### src/rtl/core/egcm_pkg.sv
package egcm_pkg;

   // Field widths of the item and result formats
   localparam int COORD_BITS      = 16;
   localparam int SIZE_BITS       = 12;
   localparam int VALUE_BITS      = 32;

   // Table depth default and front-to-back queue depth
   localparam int ENTRIES_DEFAULT = 16;
   localparam int QUEUE_DEPTH     = 2;

   typedef enum logic [1:0] {
      OP_SET = 2'd0,
      OP_GET = 2'd1,
      OP_L2P = 2'd2,
      OP_P2L = 2'd3
   } op_type;

   typedef enum logic [1:0] {
      ST_OK   = 2'd0,
      ST_FULL = 2'd1,
      ST_ZERO = 2'd2
   } status_type;

   // Work kinds handed from front to back
   typedef enum logic [2:0] {
      CMD_REJECT = 3'd0,
      CMD_SET    = 3'd1,
      CMD_GET    = 3'd2,
      CMD_L2P    = 3'd3,
      CMD_P2L_UP = 3'd4,
      CMD_P2L_DN = 3'd5
   } cmd_kind_type;

   typedef struct packed {
      op_type                       op;
      logic signed [COORD_BITS-1:0] coord;
      logic [SIZE_BITS-1:0]         cell_size;
   } req_type;

   typedef struct packed {
      logic signed [VALUE_BITS-1:0] value;
      status_type                   status;
   } rsp_type;

   typedef struct packed {
      cmd_kind_type                 kind;
      logic signed [COORD_BITS-1:0] coord;
      logic [SIZE_BITS-1:0]         size;
   } cmd_type;

   typedef struct packed {
      logic signed [COORD_BITS-1:0] loc;
      logic [SIZE_BITS-1:0]         size;
   } tbl_entry_type;

endpackage

### src/rtl/core/egcm_front.sv
module egcm_front import egcm_pkg::*; (
   input  logic    clock,
   input  logic    reset,
   input  logic    start,
   output logic    busy,
   input  req_type req_item,
   input  logic    q_full,
   output logic    q_push,
   output cmd_type q_cmd
);

   logic    hold_vld_ff, hold_vld_in;
   cmd_type hold_cmd_ff, hold_cmd_in;
   logic    accept;

   function automatic cmd_type classify(input req_type r);
      cmd_type c;
      c.coord = r.coord;
      c.size  = r.cell_size;
      unique case (r.op)
         OP_SET:  c.kind = (r.cell_size == '0) ? CMD_REJECT : CMD_SET;
         OP_GET:  c.kind = CMD_GET;
         OP_L2P:  c.kind = CMD_L2P;
         OP_P2L:  c.kind = r.coord[COORD_BITS-1] ? CMD_P2L_DN : CMD_P2L_UP;
         default: c.kind = CMD_GET;
      endcase
      return c;
   endfunction

   // Holding register frees as soon as the queue takes the item
   assign busy   = hold_vld_ff && q_full;
   assign accept = start && !busy;
   assign q_push = hold_vld_ff && !q_full;
   assign q_cmd  = hold_cmd_ff;

   always_comb begin
      hold_vld_in = accept || (hold_vld_ff && q_full);
      hold_cmd_in = accept ? classify(req_item) : hold_cmd_ff;
   end

   always_ff @(posedge clock) begin
      if (reset) begin
         hold_vld_ff <= 1'b0;
      end else begin
         hold_vld_ff <= hold_vld_in;
      end
      hold_cmd_ff <= hold_cmd_in;
   end

endmodule

### src/rtl/core/egcm_queue.sv
module egcm_queue import egcm_pkg::*; (
   input  logic    clock,
   input  logic    reset,
   input  logic    push,
   input  cmd_type push_cmd,
   output logic    full,
   input  logic    pop,
   output logic    empty,
   output cmd_type pop_cmd
);

   localparam int PTR_BITS = (QUEUE_DEPTH > 1) ? $clog2(QUEUE_DEPTH) : 1;
   localparam int CNT_BITS = $clog2(QUEUE_DEPTH + 1);

   cmd_type               slot_ff [QUEUE_DEPTH];
   logic [PTR_BITS-1:0]   wr_ptr_ff, wr_ptr_in;
   logic [PTR_BITS-1:0]   rd_ptr_ff, rd_ptr_in;
   logic [CNT_BITS-1:0]   fill_ff, fill_in;
   logic                  do_push, do_pop;

   assign full    = (fill_ff == CNT_BITS'(QUEUE_DEPTH));
   assign empty   = (fill_ff == '0);
   assign pop_cmd = slot_ff[rd_ptr_ff];
   assign do_push = push && !full;
   assign do_pop  = pop && !empty;

   always_comb begin
      wr_ptr_in = wr_ptr_ff;
      rd_ptr_in = rd_ptr_ff;
      fill_in   = fill_ff;
      if (do_push) begin
         wr_ptr_in = (wr_ptr_ff == PTR_BITS'(QUEUE_DEPTH - 1)) ? '0 : wr_ptr_ff + 1'b1;
      end
      if (do_pop) begin
         rd_ptr_in = (rd_ptr_ff == PTR_BITS'(QUEUE_DEPTH - 1)) ? '0 : rd_ptr_ff + 1'b1;
      end
      if (do_push && !do_pop) begin
         fill_in = fill_ff + 1'b1;
      end else if (do_pop && !do_push) begin
         fill_in = fill_ff - 1'b1;
      end
   end

   always_ff @(posedge clock) begin
      if (reset) begin
         wr_ptr_ff <= '0;
         rd_ptr_ff <= '0;
         fill_ff   <= '0;
      end else begin
         wr_ptr_ff <= wr_ptr_in;
         rd_ptr_ff <= rd_ptr_in;
         fill_ff   <= fill_in;
      end
      if (do_push) begin
         slot_ff[wr_ptr_ff] <= push_cmd;
      end
   end

endmodule

### src/rtl/core/egcm_back.sv
module egcm_back import egcm_pkg::*; #(
   parameter int ENTRIES  = ENTRIES_DEFAULT,
   parameter int CNT_BITS = $clog2(ENTRIES + 1)
) (
   input  logic                clock,
   input  logic                reset,
   input  logic                q_empty,
   input  cmd_type             q_cmd,
   output logic                q_pop,
   output logic                rsp_strobe,
   output rsp_type             rsp_item,
   output logic [CNT_BITS-1:0] tbl_count
);

   localparam int IDX_BITS = (ENTRIES > 1) ? $clog2(ENTRIES) : 1;

   typedef enum logic [3:0] {
      BK_IDLE  = 4'b0001,
      BK_SCAN  = 4'b0010,
      BK_SHIFT = 4'b0100,
      BK_WRITE = 4'b1000
   } back_state_type;

   back_state_type state_ff, state_in;
   cmd_type        cmd_ff, cmd_in;
   logic [CNT_BITS-1:0] count_ff, count_in;
   logic [CNT_BITS-1:0] idx_ff, idx_in;
   logic [CNT_BITS-1:0] left_ff, left_in;
   logic [CNT_BITS-1:0] pend_idx_ff, pend_idx_in;
   logic [CNT_BITS-1:0] pos_ff, pos_in;
   logic                pend_ff, pend_in;
   logic                walk_dn_ff, walk_dn_in;
   logic signed [VALUE_BITS-1:0] total_ff, total_in;
   logic                rsp_strobe_ff, rsp_strobe_in;
   rsp_type             rsp_ff, rsp_in;

   tbl_entry_type       tbl_mem [ENTRIES];
   tbl_entry_type       rd_data_ff;
   logic [IDX_BITS-1:0] rd_addr, wr_addr;
   tbl_entry_type       wr_data;
   logic                wr_en;

   logic signed [VALUE_BITS-1:0] loc_x, sm1_x, coord_x, sum_tl;
   logic signed [VALUE_BITS-1:0] total_nx, stop_val, end_val;
   logic                loc_neg, stop, hit_match, walk_end, size_one;
   logic [CNT_BITS-1:0] sp, dst_idx;

   assign loc_neg  = rd_data_ff.loc[COORD_BITS-1];
   assign loc_x    = {{(VALUE_BITS-COORD_BITS){loc_neg}}, rd_data_ff.loc};
   assign sm1_x    = {{(VALUE_BITS-SIZE_BITS){1'b0}}, rd_data_ff.size - 1'b1};
   assign coord_x  = {{(VALUE_BITS-COORD_BITS){cmd_ff.coord[COORD_BITS-1]}}, cmd_ff.coord};
   assign sum_tl   = total_ff + loc_x;
   assign walk_end = !pend_ff && (left_ff == '0);
   assign size_one = (cmd_ff.size == SIZE_BITS'(1));
   assign rd_addr  = idx_ff[IDX_BITS-1:0];
   assign dst_idx  = walk_dn_ff ? pend_idx_ff + 1'b1 : pend_idx_ff - 1'b1;

   // Per-entry evaluation of the word returned by the table
   always_comb begin
      total_nx  = total_ff;
      stop      = 1'b0;
      stop_val  = '0;
      hit_match = 1'b0;
      if (pend_ff) begin
         unique case (cmd_ff.kind)
            CMD_GET: begin
               if (rd_data_ff.loc == cmd_ff.coord) begin
                  stop     = 1'b1;
                  stop_val = {{(VALUE_BITS-SIZE_BITS){1'b0}}, rd_data_ff.size};
               end
            end
            CMD_L2P: begin
               if (!loc_neg && loc_x < coord_x) begin
                  total_nx = total_ff + sm1_x;
               end else if (loc_neg && loc_x >= coord_x) begin
                  total_nx = total_ff - sm1_x;
               end
            end
            CMD_P2L_UP: begin
               if (!loc_neg) begin
                  if (sum_tl > coord_x) begin
                     stop     = 1'b1;
                     stop_val = coord_x - total_ff;
                  end else if (sum_tl + sm1_x >= coord_x) begin
                     stop     = 1'b1;
                     stop_val = loc_x;
                  end else begin
                     total_nx = total_ff + sm1_x;
                  end
               end
            end
            CMD_P2L_DN: begin
               if (loc_neg) begin
                  if (sum_tl < coord_x) begin
                     stop     = 1'b1;
                     stop_val = coord_x - total_ff;
                  end else if (sum_tl - sm1_x <= coord_x) begin
                     stop     = 1'b1;
                     stop_val = loc_x;
                  end else begin
                     total_nx = total_ff - sm1_x;
                  end
               end
            end
            CMD_SET: begin
               // first entry at or above the location is the insert point
               if (loc_x >= coord_x) begin
                  stop      = 1'b1;
                  hit_match = (rd_data_ff.loc == cmd_ff.coord);
               end
            end
            default: ;
         endcase
      end
   end

   always_comb begin
      case (cmd_ff.kind) inside
         CMD_GET:                end_val = VALUE_BITS'(1);
         CMD_L2P:                end_val = coord_x + total_ff;
         CMD_P2L_UP, CMD_P2L_DN: end_val = coord_x - total_ff;
         default:                end_val = '0;
      endcase
   end

   assign sp = stop ? pend_idx_ff : count_ff;

   always_comb begin
      state_in      = state_ff;
      cmd_in        = cmd_ff;
      count_in      = count_ff;
      idx_in        = idx_ff;
      left_in       = left_ff;
      pend_in       = pend_ff;
      pend_idx_in   = pend_idx_ff;
      pos_in        = pos_ff;
      walk_dn_in    = walk_dn_ff;
      total_in      = total_ff;
      rsp_strobe_in = 1'b0;
      rsp_in        = rsp_ff;
      q_pop         = 1'b0;
      wr_en         = 1'b0;
      wr_addr       = pos_ff[IDX_BITS-1:0];
      wr_data       = '{loc: cmd_ff.coord, size: cmd_ff.size};

      unique case (state_ff)
         BK_IDLE: begin
            if (!q_empty) begin
               q_pop    = 1'b1;
               cmd_in   = q_cmd;
               total_in = '0;
               pend_in  = 1'b0;
               left_in  = count_ff;
               if (q_cmd.kind == CMD_REJECT) begin
                  rsp_strobe_in = 1'b1;
                  rsp_in        = '{value: '0, status: ST_ZERO};
               end else begin
                  state_in = BK_SCAN;
                  if (q_cmd.kind == CMD_P2L_DN) begin
                     idx_in     = count_ff - 1'b1;
                     walk_dn_in = 1'b1;
                  end else begin
                     idx_in     = '0;
                     walk_dn_in = 1'b0;
                  end
               end
            end
         end

         BK_SCAN: begin
            pend_in = (left_ff != '0);
            if (left_ff != '0) begin
               pend_idx_in = idx_ff;
               idx_in      = walk_dn_ff ? idx_ff - 1'b1 : idx_ff + 1'b1;
               left_in     = left_ff - 1'b1;
            end
            total_in = total_nx;
            if (stop || walk_end) begin
               pend_in = 1'b0;
               pos_in  = sp;
               if (cmd_ff.kind == CMD_SET) begin
                  if (stop && hit_match && size_one) begin
                     // delete: pull the tail down by one
                     state_in   = BK_SHIFT;
                     idx_in     = sp + 1'b1;
                     left_in    = count_ff - 1'b1 - sp;
                     walk_dn_in = 1'b0;
                     count_in   = count_ff - 1'b1;
                  end else if (stop && hit_match) begin
                     state_in = BK_WRITE;
                  end else if (size_one) begin
                     state_in      = BK_IDLE;
                     rsp_strobe_in = 1'b1;
                     rsp_in        = '{value: '0, status: ST_OK};
                  end else if (count_ff == CNT_BITS'(ENTRIES)) begin
                     state_in      = BK_IDLE;
                     rsp_strobe_in = 1'b1;
                     rsp_in        = '{value: '0, status: ST_FULL};
                  end else begin
                     // insert: push the tail up by one, top entry first
                     state_in   = BK_SHIFT;
                     idx_in     = count_ff - 1'b1;
                     left_in    = count_ff - sp;
                     walk_dn_in = 1'b1;
                     count_in   = count_ff + 1'b1;
                  end
               end else begin
                  state_in      = BK_IDLE;
                  rsp_strobe_in = 1'b1;
                  rsp_in        = '{value: stop ? stop_val : end_val, status: ST_OK};
               end
            end
         end

         BK_SHIFT: begin
            pend_in = (left_ff != '0);
            if (left_ff != '0) begin
               pend_idx_in = idx_ff;
               idx_in      = walk_dn_ff ? idx_ff - 1'b1 : idx_ff + 1'b1;
               left_in     = left_ff - 1'b1;
            end
            if (pend_ff) begin
               wr_en   = 1'b1;
               wr_addr = dst_idx[IDX_BITS-1:0];
               wr_data = rd_data_ff;
            end
            if (walk_end) begin
               if (walk_dn_ff) begin
                  state_in = BK_WRITE;
               end else begin
                  state_in      = BK_IDLE;
                  rsp_strobe_in = 1'b1;
                  rsp_in        = '{value: '0, status: ST_OK};
               end
            end
         end

         BK_WRITE: begin
            wr_en         = 1'b1;
            state_in      = BK_IDLE;
            rsp_strobe_in = 1'b1;
            rsp_in        = '{value: '0, status: ST_OK};
         end

         default: state_in = BK_IDLE;
      endcase
   end

   always_ff @(posedge clock) begin
      if (reset) begin
         state_ff      <= BK_IDLE;
         count_ff      <= '0;
         pend_ff       <= 1'b0;
         rsp_strobe_ff <= 1'b0;
      end else begin
         state_ff      <= state_in;
         count_ff      <= count_in;
         pend_ff       <= pend_in;
         rsp_strobe_ff <= rsp_strobe_in;
      end
      cmd_ff      <= cmd_in;
      idx_ff      <= idx_in;
      left_ff     <= left_in;
      pend_idx_ff <= pend_idx_in;
      pos_ff      <= pos_in;
      walk_dn_ff  <= walk_dn_in;
      total_ff    <= total_in;
      rsp_ff      <= rsp_in;
   end

   // Table: one write port, one registered read port
   always_ff @(posedge clock) begin
      if (wr_en) begin
         tbl_mem[wr_addr] <= wr_data;
      end
      rd_data_ff <= tbl_mem[rd_addr];
   end

   assign rsp_strobe = rsp_strobe_ff;
   assign rsp_item   = rsp_ff;
   assign tbl_count  = count_ff;

endmodule

### src/rtl/core/expanded_grid_coordinate_map.sv
// Expanded grid coordinate map: a sorted table of up to ENTRIES logical cells
// wider than one unit, with set/get of a cell's size and mapping between
// logical and physical coordinates. Issue an item by raising start while busy
// is low; each item gives exactly one result, shown on rsp_item for a single
// cycle with rsp_strobe high, and the receiver must take it then (there is no
// back-pressure). Items enter a front stage and a two-item queue, so a few
// can be taken while the back end works; an item passes through the front
// stage's holding register and then the queue before an idle back end
// picks it up. The back end reads the table one entry per cycle through a
// single registered memory port. Get and the reverse map stop their walk
// early once the answer is found, while logical-to-physical walks every
// entry; a zero-size set is rejected without a walk, and any other set walks
// only to its insert point, after which an insert or delete moves only the
// entries above it, one per cycle. Results come back in issue order. status
// reports a full table on insert or a rejected zero size; no clearing pass
// runs after reset.
module expanded_grid_coordinate_map import egcm_pkg::*; #(
   parameter int ENTRIES = ENTRIES_DEFAULT
) (
   input  logic    clock,
   input  logic    reset,
   input  logic    start,
   output logic    busy,
   input  req_type req_item,
   output logic    rsp_strobe,
   output rsp_type rsp_item
);

   localparam int CNT_BITS = $clog2(ENTRIES + 1);

   // front -> queue
   logic    q_push, q_full;
   cmd_type q_push_cmd;

   // queue -> back
   logic    q_pop, q_empty;
   cmd_type q_pop_cmd;

   logic [CNT_BITS-1:0] tbl_count;

   // Front: takes items and sorts them into work kinds
   egcm_front u_front (
      .clock    (clock),
      .reset    (reset),
      .start    (start),
      .busy     (busy),
      .req_item (req_item),
      .q_full   (q_full),
      .q_push   (q_push),
      .q_cmd    (q_push_cmd)
   );

   // Short queue decouples intake from table work
   egcm_queue u_queue (
      .clock    (clock),
      .reset    (reset),
      .push     (q_push),
      .push_cmd (q_push_cmd),
      .full     (q_full),
      .pop      (q_pop),
      .empty    (q_empty),
      .pop_cmd  (q_pop_cmd)
   );

   // Back: walks and edits the table, builds results
   egcm_back #(
      .ENTRIES  (ENTRIES),
      .CNT_BITS (CNT_BITS)
   ) u_back (
      .clock      (clock),
      .reset      (reset),
      .q_empty    (q_empty),
      .q_cmd      (q_pop_cmd),
      .q_pop      (q_pop),
      .rsp_strobe (rsp_strobe),
      .rsp_item   (rsp_item),
      .tbl_count  (tbl_count)
   );

   // Coming out of reset nothing is pending and intake is open
   a_reset_quiet: assert property (@(posedge clock)
      reset |=> (!busy && !rsp_strobe))
      else $error("busy or result strobe right after reset");

   // A full report only when the table really is full
   a_full_consistent: assert property (@(posedge clock) disable iff (reset)
      (rsp_strobe && rsp_item.status == ST_FULL) |-> (tbl_count == CNT_BITS'(ENTRIES)))
      else $error("table full reported with free entries");

   // Rejected sets leave the entry count alone
   a_reject_no_change: assert property (@(posedge clock) disable iff (reset)
      (rsp_strobe && rsp_item.status != ST_OK) |-> $stable(tbl_count))
      else $error("entry count changed on a rejected set");

endmodule

### config.mk
export PLATFORM = sky130hd
export DESIGN_NAME = expanded_grid_coordinate_map
export DESIGN_NICKNAME = d
export VERILOG_FILES = /design/src/rtl/core/egcm_pkg.sv /design/src/rtl/core/egcm_front.sv /design/src/rtl/core/egcm_queue.sv /design/src/rtl/core/egcm_back.sv /design/src/rtl/core/expanded_grid_coordinate_map.sv
export SDC_FILE = /design/constraint.sdc
export NUM_CORES = 1
export LEC_CHECK = 0
export ABC_AREA = 1
export BUFFER_PORTS_ARGS = -buffer_cell sky130_fd_sc_hd__buf_2
export CORE_MARGIN = 2
export CORE_UTILIZATION = 33
export DETAILED_ROUTE_END_ITERATION = 12
export HOLD_SLACK_MARGIN = 0.02
export MAX_ROUTING_LAYER = met4
export PLACE_DENSITY_LB_ADDON = 0.3
export SETUP_SLACK_MARGIN = 0.5
export SYNTH_ARGS = -nofsm -noshare
export SYNTH_HDL_FRONTEND = slang
export SYNTH_SLANG_ARGS = --single-unit
### constraint.sdc
create_clock -name clock -period 10.25 [get_ports clock]
set_clock_uncertainty 0.2 [all_clocks]
set_input_delay 1.025 -clock clock [delete_from_list [all_inputs] [get_ports clock]]
set_output_delay 1.025 -clock clock [all_outputs]
set_load 0.02 [all_outputs]
==> parameters.txt <==
Parameter                              Value

Drt
  DRC viols    0
  Routed wire length on met3    between 5 and 6 mm
  Detailed-route vias per instance    roughly 5.2
  Drt initial violations    about 2900
  Total via count in the routed design    slightly above 30000
  Metal-1 WL    between 50 and 60 mm
  Routed length on met2    54.4 mm
  Drt first pass iters    5
  Post-DR wirelength/cell    between 15 and 20 um
  Total wire length after detailed routing    117 mm
  Post-detailed-route count of antenna-violating nets    0
  Top routing layer in use    met4

Outcome
  Run status    completed

Floorplan
  Core region area    approximately 0.12 mm2
  Starting Density    0.334
  Die H    355 um
  Die extent in x    approximately 360 um
  DIE AREA    0.126 mm2
  Number of cell rows    128
  Count of boundary I/O pins    69

Setup path
  Worst reg2reg setup slack    1.47 ns
  Cell family with the largest share of critical-path delay    simple AND/OR/NAND/NOR gates
  Type of the setup path with the least slack    flop to flop
  FF-to-FF Start    u_back.rd_data_ff[0]
  Slowest stage cell on the critical path    sky130_fd_sc_hd__nor3_1
  R2R cell count    54
  Worst Path Buf+Inv    8
  Crit. path cell count    54
  Arrival time at the worst endpoint    between 8 and 9 ns
  Data required, critical path    around 10 ns
  Worst setup SP type    flop
  Max FO, Critical Path    9
  CP most frequent cell    sky130_fd_sc_hd__nand2_1
  Delay of the slowest cell on the worst path    roughly 0.45 ns
  Reg-to-reg endpoint    u_back.left_ff[4]
  CP endpoint kind    flop

STA
  Maximum clock rate    approximately 110 MHz
  Final-report max-slew violation count    0
  Worst-Margin Slew    1.17 ns
  RSZ-0062 raised after global routing    no
  Tmin final    between 8 and 9 ns
  Post-route fraction of the period consumed by the critical path    0.856
  # setup viols final    0
  Remaining max-slew budget at the tightest pin    0.218
  Hold Vio Cnt, Final    0
  Setup_tns    0 ns

GRT
  Wire length of the first global-routing pass    approximately 180 mm
  Via count of the first global-routing pass    approximately 29000
  Maximum number of pins on one net before global-route repair    228
  Initial antenna violation count    0
  Gr ovfl total    0
  Global Route Usage Sum    0.187

Synthesis
  Nets in the synthesized netlist    about 4400
  Flip-flop and latch count after synthesis    ~700
  Post-synth top area cell    sky130_fd_sc_hd__edfxtp_1
  Share of the synthesized area in the top cell type    0.485
  Seq/Total Area, Yosys    0.507
  Count leader, synth    sky130_fd_sc_hd__edfxtp_1
  Async SR Flop Fraction    0
  Commonest cells post-synth    sky130_fd_sc_hd__edfxtp_1 (658), sky130_fd_sc_hd__nand2_1 (607), sky130_fd_sc_hd__nor2_1 (423)
  Count of yosys warnings during synthesis    0
  Most frequently used flop master after synthesis    sky130_fd_sc_hd__edfxtp_1
  Unique cell type count in the Yosys netlist    between 70 and 80
  Cell types occupying the most area after synthesis    sky130_fd_sc_hd__edfxtp_1 (49%), sky130_fd_sc_hd__ha_1 (8.6%), sky130_fd_sc_hd__nand2_1 (5.6%)
  Syn avg cell area    roughly 9.9 um2
  Netlist area before placement    ~0.041 mm2
  Number of enable flip-flop cells after synthesis    658
  Gate count after technology mapping    4104

Placed design
  Port-buffer cells    a little under 70
  Post-placement cell area    around 0.043 mm2
  Post-DP HPWL    79.4 mm
  Routability-driven placement congestion ratio    0.978

Clock network
  Clock tree root driver cell    sky130_fd_sc_hd__clkbuf_16
  CTS tree    yes
  Max H-tree Level    3
  Sink count of the clock tree    703
  Clk pin slew, worst setup/hold paths    ~0.060 ns
  Number of buffers on the longest clock path    3
  Clock buffer count from CTS    between 70 and 80
  Insertion delay of the later-clocked pin in the worst-skew pair    between 0.6 and 0.7 ns

Layout
  Number of fill cells in the layout    ~12000
  Share of final-layout standard cells stronger than drive strength 1    0.0966
  Final std cell area, no fill    roughly 0.046 mm2
  Layout-stage area growth over the synthesis result    12.3%
  Antenna Diode Count    0
  Final #Nets    about 4500

Run
  Number of max-cap violations    0

Hold path
  Count of cells along the worst hold path    0
  Worst hold path type    flop to flop
  Beginning of the worst hold path    u_front.q_cmd[6]
  Worst Hold Endpoint    u_queue.slot_ff[0][6]
## layer usage
metal  vias to the layer above  GRT usage
met4                         0     0.0499
met2                       761      0.295
li1                      14672          -
met3                       132     0.0176
met1                     14657      0.256
met5                         -          -
## logic make-up after synthesis
kind of cell	Yosys count	synth area share
simple gates	1361	0.143
flops	703	0.507
xor+xnor	150	0.0372
mux	125	0.0316
fa+ha+maj	291	0.0914
buf+inv	549	0.0514
compound gates	925	0.138
## sequential cells by signal, indices dropped and copies added (netlist names), 2 cells and up, named ones only
register	count
u_back.loc_x	15
u_back.tbl_mem	448
u_back.cmd_ff	31
u_back.left_ff	5
u_back.total_ff	32
u_back.rd_data_ff	12
u_back.idx_ff	5
u_front.q_cmd	31
u_back.pend_idx_ff	5
u_back.rsp_item	34
u_queue.fill_ff	2
u_back.pos_ff	4
u_queue.slot_ff	62
u_back.tbl_count	5
u_back.state_ff	4
## layout make-up
cell class / count / area, um2 / share of cell area
tap: 1625 / 2030 / 0.0445
clock inverter: 43 / 592 / 0.0129
inverter: 386 / 1460 / 0.0318
timing repair buffer: 137 / 883 / 0.0193
multi-input combinational: 2852 / 18100 / 0.396
sequential: 703 / 20700 / 0.452
clock buffer: 94 / 1980 / 0.0433
## placed cells by master, fill, tap and decap left out, types with 45 or more instances in the layout
master,count
sky130_fd_sc_hd__buf_4,67
sky130_fd_sc_hd__buf_2,68
sky130_fd_sc_hd__nor2_1,401
sky130_fd_sc_hd__nor3_1,60
sky130_fd_sc_hd__xor2_1,118
sky130_fd_sc_hd__o21ai_0,320
sky130_fd_sc_hd__mux2i_1,97
sky130_fd_sc_hd__ha_1,280
sky130_fd_sc_hd__nand3_1,152
sky130_fd_sc_hd__clkbuf_16,75
sky130_fd_sc_hd__o221ai_1,102
sky130_fd_sc_hd__a21oi_1,278
sky130_fd_sc_hd__nand2_1,607
sky130_fd_sc_hd__edfxtp_1,658
sky130_fd_sc_hd__dfxtp_1,45
sky130_fd_sc_hd__inv_1,362
## how the worst max path moves through the flow
stage,startpoint,endpoint,slack (ns)
finish,u_back.rd_data_ff[0],u_back.left_ff[4],1.47
global route,u_back.rd_data_ff[0],u_back.left_ff[4],0.54
CTS,u_back.total_ff[0],u_back.left_ff[4],1.52
detailed placement,u_back.total_ff[0],u_back.left_ff[4],1.57
global placement,u_back.total_ff[0],u_back.left_ff[4],1.60
floorplan,u_back.total_ff[1],u_back.total_ff[0],3.21
## through the flow
step / hold WS [ns] / setup slack (ns) / instances / util
6_report: 0.236 / 1.47 / 5840 / 0.375
4_1_cts: 0.240 / 1.52 / 5840 / 0.375
2_1_floorplan: 0.221 / 3.21 / 4104 / -
5_1_grt: 0.259 / 0.542 / 5840 / 0.375
3_5_place_dp: 0.233 / 1.57 / 5703 / 0.354
3_3_place_gp: 0.223 / 1.60 / 5703 / 0.354
## worst reg2reg max path, delay by kind of cell, from the launching register on
kind	cells	cell delay, ns
XOR/XNOR	2	0.48
AO/OA/AOI/OAI	4	0.70
flip-flops	1	0.31
buffers and inverters	8	0.73
adder cells (fa/ha/maj)	4	1.31
AND/OR/NAND/NOR	36	4.84
## what timing repair did
| action | CTS | global route |
|---|---|---|
| hold buffers | 0 | 0 |
| resized for setup | 0 | 1 |
| buffers inserted | 0 | 0 |
| setup endpoints to repair | 0 | 1 |
Power is left out: the tool's default activity adds up to more than one toggle a clock period on the data nets, which glitch-free logic cannot reach.
